--- src/hdl/acull_pkg.sv ---
`timescale 1ns / 1ps
// Shared types, widths and register indexes for the box frustum cull pipeline.
package acull_pkg;

    localparam int NUM_PLANES = 6;
    localparam int AXES       = 3;
    localparam int IN_W       = 16;   // center, signed Q11.4
    localparam int HALF_W     = 15;   // half extent, unsigned Q11.4
    localparam int COORD_W    = 18;   // corner coordinate, signed
    localparam int COEF_W     = 16;   // plane word
    localparam int PROD_W     = COEF_W + COORD_W;
    localparam int SUM_W      = PROD_W + 2;
    localparam int D_SHIFT    = 14;   // aligns Q11.4 offset with Q1.14 * Q11.4
    localparam int PLANE_W    = 4 * COEF_W;
    localparam int CFG_IDX_W  = 3;
    localparam int PIPE_D     = 4;    // register stages from request to result

    // Register indexes of the configuration port
    localparam logic [CFG_IDX_W-1:0] CFG_PLANE_LEFT   = 3'd0;
    localparam logic [CFG_IDX_W-1:0] CFG_PLANE_RIGHT  = 3'd1;
    localparam logic [CFG_IDX_W-1:0] CFG_PLANE_BOTTOM = 3'd2;
    localparam logic [CFG_IDX_W-1:0] CFG_PLANE_TOP    = 3'd3;
    localparam logic [CFG_IDX_W-1:0] CFG_PLANE_NEAR   = 3'd4;
    localparam logic [CFG_IDX_W-1:0] CFG_PLANE_FAR    = 3'd5;

    typedef logic signed [COORD_W-1:0] t_coord;
    typedef logic signed [COEF_W-1:0]  t_coef;

    typedef struct packed {
        t_coef d;
        t_coef nz;
        t_coef ny;
        t_coef nx;
    } t_plane;

    // Box corners: minimum and maximum per axis (index 0 = x)
    typedef struct packed {
        t_coord [AXES-1:0] lo;
        t_coord [AXES-1:0] hi;
    } t_box;

endpackage

--- src/hdl/acull_corner.sv ---
`timescale 1ns / 1ps
// Stage 1: box extents from center and half size, registered.
module acull_corner
    import acull_pkg::*;
(
    input  logic                     i_clk,
    input  logic signed [IN_W-1:0]   i_center_x,
    input  logic signed [IN_W-1:0]   i_center_y,
    input  logic signed [IN_W-1:0]   i_center_z,
    input  logic        [HALF_W-1:0] i_half_x,
    input  logic        [HALF_W-1:0] i_half_y,
    input  logic        [HALF_W-1:0] i_half_z,
    output t_box                     o_box
);

    logic signed [IN_W-1:0]   w_c [AXES];
    logic        [HALF_W-1:0] w_h [AXES];
    t_box                     n_box;
    t_box                     r_box;

    assign w_c[0] = i_center_x;
    assign w_c[1] = i_center_y;
    assign w_c[2] = i_center_z;
    assign w_h[0] = i_half_x;
    assign w_h[1] = i_half_y;
    assign w_h[2] = i_half_z;

    // Full width, so no wrap: 16-bit signed +/- 15-bit unsigned fits 18 bits
    always_comb begin
        for (int a = 0; a < AXES; a++) begin
            n_box.lo[a] = COORD_W'(w_c[a]) - COORD_W'(w_h[a]);
            n_box.hi[a] = COORD_W'(w_c[a]) + COORD_W'(w_h[a]);
        end
    end

    always_ff @(posedge i_clk) begin
        r_box <= n_box;
    end

    assign o_box = r_box;

endmodule

--- config.mk ---
export PLATFORM = sky130hd
export DESIGN_NAME = acull_corner
export DESIGN_NICKNAME = d
export VERILOG_FILES = /design/src/hdl/acull_pkg.sv /design/src/hdl/acull_corner.sv
export SDC_FILE = /design/constraint.sdc
export NUM_CORES = 1
export LEC_CHECK = 0
export BUFFER_PORTS_ARGS = -buffer_cell sky130_fd_sc_hd__buf_4
export CAP_MARGIN = 30
export CELL_PAD_IN_SITES_DETAIL_PLACEMENT = 1
export CELL_PAD_IN_SITES_GLOBAL_PLACEMENT = 2
export CORE_ASPECT_RATIO = 1.75
export CORE_MARGIN = 10
export CORE_UTILIZATION = 30
export DETAILED_ROUTE_END_ITERATION = 8
export GPL_TIMING_DRIVEN = 0
export HOLD_SLACK_MARGIN = 0.06
export PLACE_DENSITY = 0.85
export SLEW_MARGIN = 20
export SYNTH_ARGS = -nofsm -noshare
export SYNTH_HDL_FRONTEND = slang
export SYNTH_SLANG_ARGS = --single-unit
export TNS_END_PERCENT = 5
--- constraint.sdc ---
create_clock -name i_clk -period 3.1 [get_ports i_clk]
set_clock_uncertainty 0.15 [all_clocks]
set_input_delay 0.465 -clock i_clk [delete_from_list [all_inputs] [get_ports i_clk]]
set_output_delay 0.465 -clock i_clk [all_outputs]
set_load 0.02 [all_outputs]
## Word level (Yosys, flattened, before mapping)

Cells that the tools add are included.

| storage, ports and cells | value |
|---|---|
| bits of input ports | 94 |
| bits in registers | 102 |

| cells by class | value |
|---|---|
| $add $sub $neg | 6 |

Operators with widths:

| operator | count |
|---|---|
| $add A16 B16 Y17 | 3 |
| $sub A16 B16 Y17 | 3 |

## Longest topological paths before layout

| logic depth | value |
|---|---|
| depth in word-level cells | 1 |
| gate-level depth with buffers | 9 |

## Worst setup path before layout

No wires, ideal clock.

| timing path | value |
|---|---|
| kind | input -> register |
| start | input i_center_z[0] |
| end | register, netlist name o_box[106] |
| slack | 0.517 ns |
| stages | 9 |
| path buffers | 0 |
| arrival time | 2.319 ns |
| path through | inv_1 ha_1 fa_1 nand2b_1 a21oi_1 o21ai_1 a2111oi_0 o21ai_0 a21o_1 |

RTL lines:

| element | RTL line | RTL |
|---|---|---|
| start, declared | acull_corner.sv:9 | `input logic signed [IN_W-1:0] i_center_z,` |

==> results.toml <==
[power]
power.total_uw = 4897
peakVddDrop_v = 0.0003054
power_density_nw_per_um2 = 547.5
leakagePower_uw = 0.004296

[clocking]
numCtsBuffers = 9
cts_max_path_buffers = 2
cts_setup_buffers = 0
post_cts_resize_count = 0
htreeDepth = 3
cts_tree = "done"
hold_buffers = 0
cts-root-buf = "clkbuf_16"
clkTransAtPathRegs_ns = 0.07
cts.sinks = 99

[synthesis]
ys_warn_count = 0
ys_seq_area_share_pct = 29.45
synthFlopType = "dfxtp_1"
synth_cell_types = 73
synth_seq_cells = 99
synth_edf_count = 0
syn_nets = 964
syn-cell-area_um2 = 6730
async_flop_share_pct = 0
avgSynthCellArea_um2 = 8.695
synthCells = 774

[global_route]
grt_pass1_vias = 6877
grt_usage_pct = 15.53
grt_max_degree = 16
grt_pass1_wl_um = 35760
antenna_found_initial = 1
globalRoute.totalOverflow = 0

[finish]
final_cell_mix = "buf_4, dfxtp_1, inv_1, ha_1"
largest_reg_flops = 99
area_delta_synth_final_pct = 32.89
multi_input_area_um2 = 4165
final_common_cell = "buf_4"
nets = 1176
regArea_um2 = 1982
fillers = 2686
drive_gt1_share_pct = 25.66

[critical_path]
slowest_delay_ns = 0.60
path_cells = "buf_4, inv_1, ha_1, clkbuf_1, o21ai_0, a21boi_0, o311ai_1, nor4_1, o41ai_1, xnor2_1"
crit_type = "input port to flip-flop"
end_kind = "flip-flop"
cp_max_fo = 8
startpoint_type = "input port"
crit_arrival_ns = 2.85
required_ns = 3.18
slowest_stage = "nor4_1"

[min_path]
min_path_cells = 2
hold_end = "o_box[106]"
min_path_type = "input port to flip-flop"
worstHoldStart = "i_center_z[15]"

[routing]
drtIter0Drc = 151
first_pass_iters = 5
routed_via_density = 4.782
wl_um = 22520
drc = 0
detail-route-antenna-nets = 0
routedWlPerCell_um = 17.50
vias = 6154

[sta]
maxSlewHeadroom_pct = 47.51
drv_slew = 0
rsz0062_at_grt = "false"
final-hold-violation-count = 0
timing.final.ws_setup_ns = 0.3330
period_minus_slack_ns = 2.767
final.period_utilization_pct = 89.26
worst_slew_pin_slew_ns = 0.7750
setup_viol = 0
fmax_mhz = 361.4

[floorplan]
ios = 202
fp.dieW_um = 133.2
start_util_pct = 30.49
fp-row-count = 72
core_area_um2 = 22070
dieArea_um2 = 29060
die_h_um = 218.1

[placed_design]
dp_worst_setup_slack_ns = -0.07664
place_hpwl_um = 19250
io_buffers = 201
place.gp.congestion = 0.8680

[job]
cap_violations = 0

[run_status]
status = "complete, no violations"
## worst max path at each step
stage,cells past startpoint,slack [ns],end,from
after floorplan,9,0.52,o_box[106],i_center_z[0]
after global placement,7,-0.07,o_box[11],i_center_x[3]
after detailed placement,9,-0.08,o_box[69],i_center_x[2]
after CTS,9,0.32,o_box[69],i_center_x[2]
after global routing,10,0.19,o_box[106],i_center_z[0]
final,10,0.33,o_box[69],i_half_x[5]
## layer usage
| layer | global-route usage [%] | up-vias | part of all wire [%] |
|---|---|---|---|
| met2 | 31.46 | 147 | 59 |
| li1 | - | 3050 | - |
| met1 | 13.51 | 2932 | 33 |
| met5 | 0 | - | 0 |
| met4 | 5.717 | 0 | 1.9 |
| met3 | 5.191 | 25 | 6.1 |
## cell type report
cell class	instances	share of cell area, %
Clock inverter	5	1.147
Buffer	39	2.532
Tap cell	296	4.141
Sequential cell	99	22.16
Inverter	95	3.987
Clock buffer	10	2.560
Timing Repair Buffer	201	16.87
Antenna cell	1	0.02798
Multi-Input combinational cell	541	46.57
## cell families after synthesis
family | Yosys count | share of synthesized area (%)
and+or+nand+nor | 169 | 12.79
DFF | 99 | 29.45
xor gates and xnor gates | 75 | 9.760
adders and majority gates | 96 | 18.52
buffers and inverters | 134 | 8.663
muxes | 2 | 0.2975
AOI/OAI and AO/OA | 199 | 20.52
## synthesized netlist by cell type, drive strengths merged (3+ instances only)
library cell  instances  area share (%)
or4                   5            0.56
a21o                 14             1.6
or3                   3            0.28
a211o                 4            0.54
nor4                  5            0.46
buf                  24             2.5
a211oi                7            0.86
or2                   4            0.37
a221oi                4            0.52
and4                  4            0.52
nand3                 8            0.59
xor2                  8             1.0
a21oi                61             4.5
ha                   90              17
o31a                  6            0.78
o211ai                6            0.67
a31oi                 4            0.37
nor2                 67             3.7
o31ai                13             1.7
o22ai                 3            0.28
nor3                 13            0.97
o311ai                5            0.65
a41oi                 3            0.39
o211a                 3            0.45
o21ba                 3            0.45
nor2b                14             1.3
dfxtp                99              29
nand2                14            0.78
nand2b               16             1.5
o21a                  9             1.0
inv                  94             5.2
and3                  5            0.46
clkbuf               15            0.84
fa                    6             1.8
o21ai                25             1.9
o21bai                9             1.0
xnor2                67             8.7
## stage by stage
step	TNS [ns]	instance area, µm²	utilization [%]	instances	hold WS (ns)
after floorplan	0	6730	-	774	0.4010
after CTS	0	8941	40.51	1286	0.1407
after global placement	-0.1055	8610	39.01	1271	0.5495
final	0	8944	40.52	1287	0.1713
after global routing	0	8944	40.52	1287	0.1646
after detailed placement	-0.07664	8610	39.01	1271	0.5470
## power by group
group	total, µW	internal, µW	switching [µW]
registers	1620	1540	79.7
logic	1960	845	1120
clock network	1310	784	527
## worst max-delay path, delay by kind of cell
kind | cells | cell delay (ns)
xor gates and xnor gates | 1 | 0.17
buffers and inverters | 3 | 0.45
AOI/OAI and AO/OA | 4 | 0.92
adders and majority gates | 1 | 0.25
and+or+nand+nor | 1 | 0.60
Power figures use the tool's default switching activity.
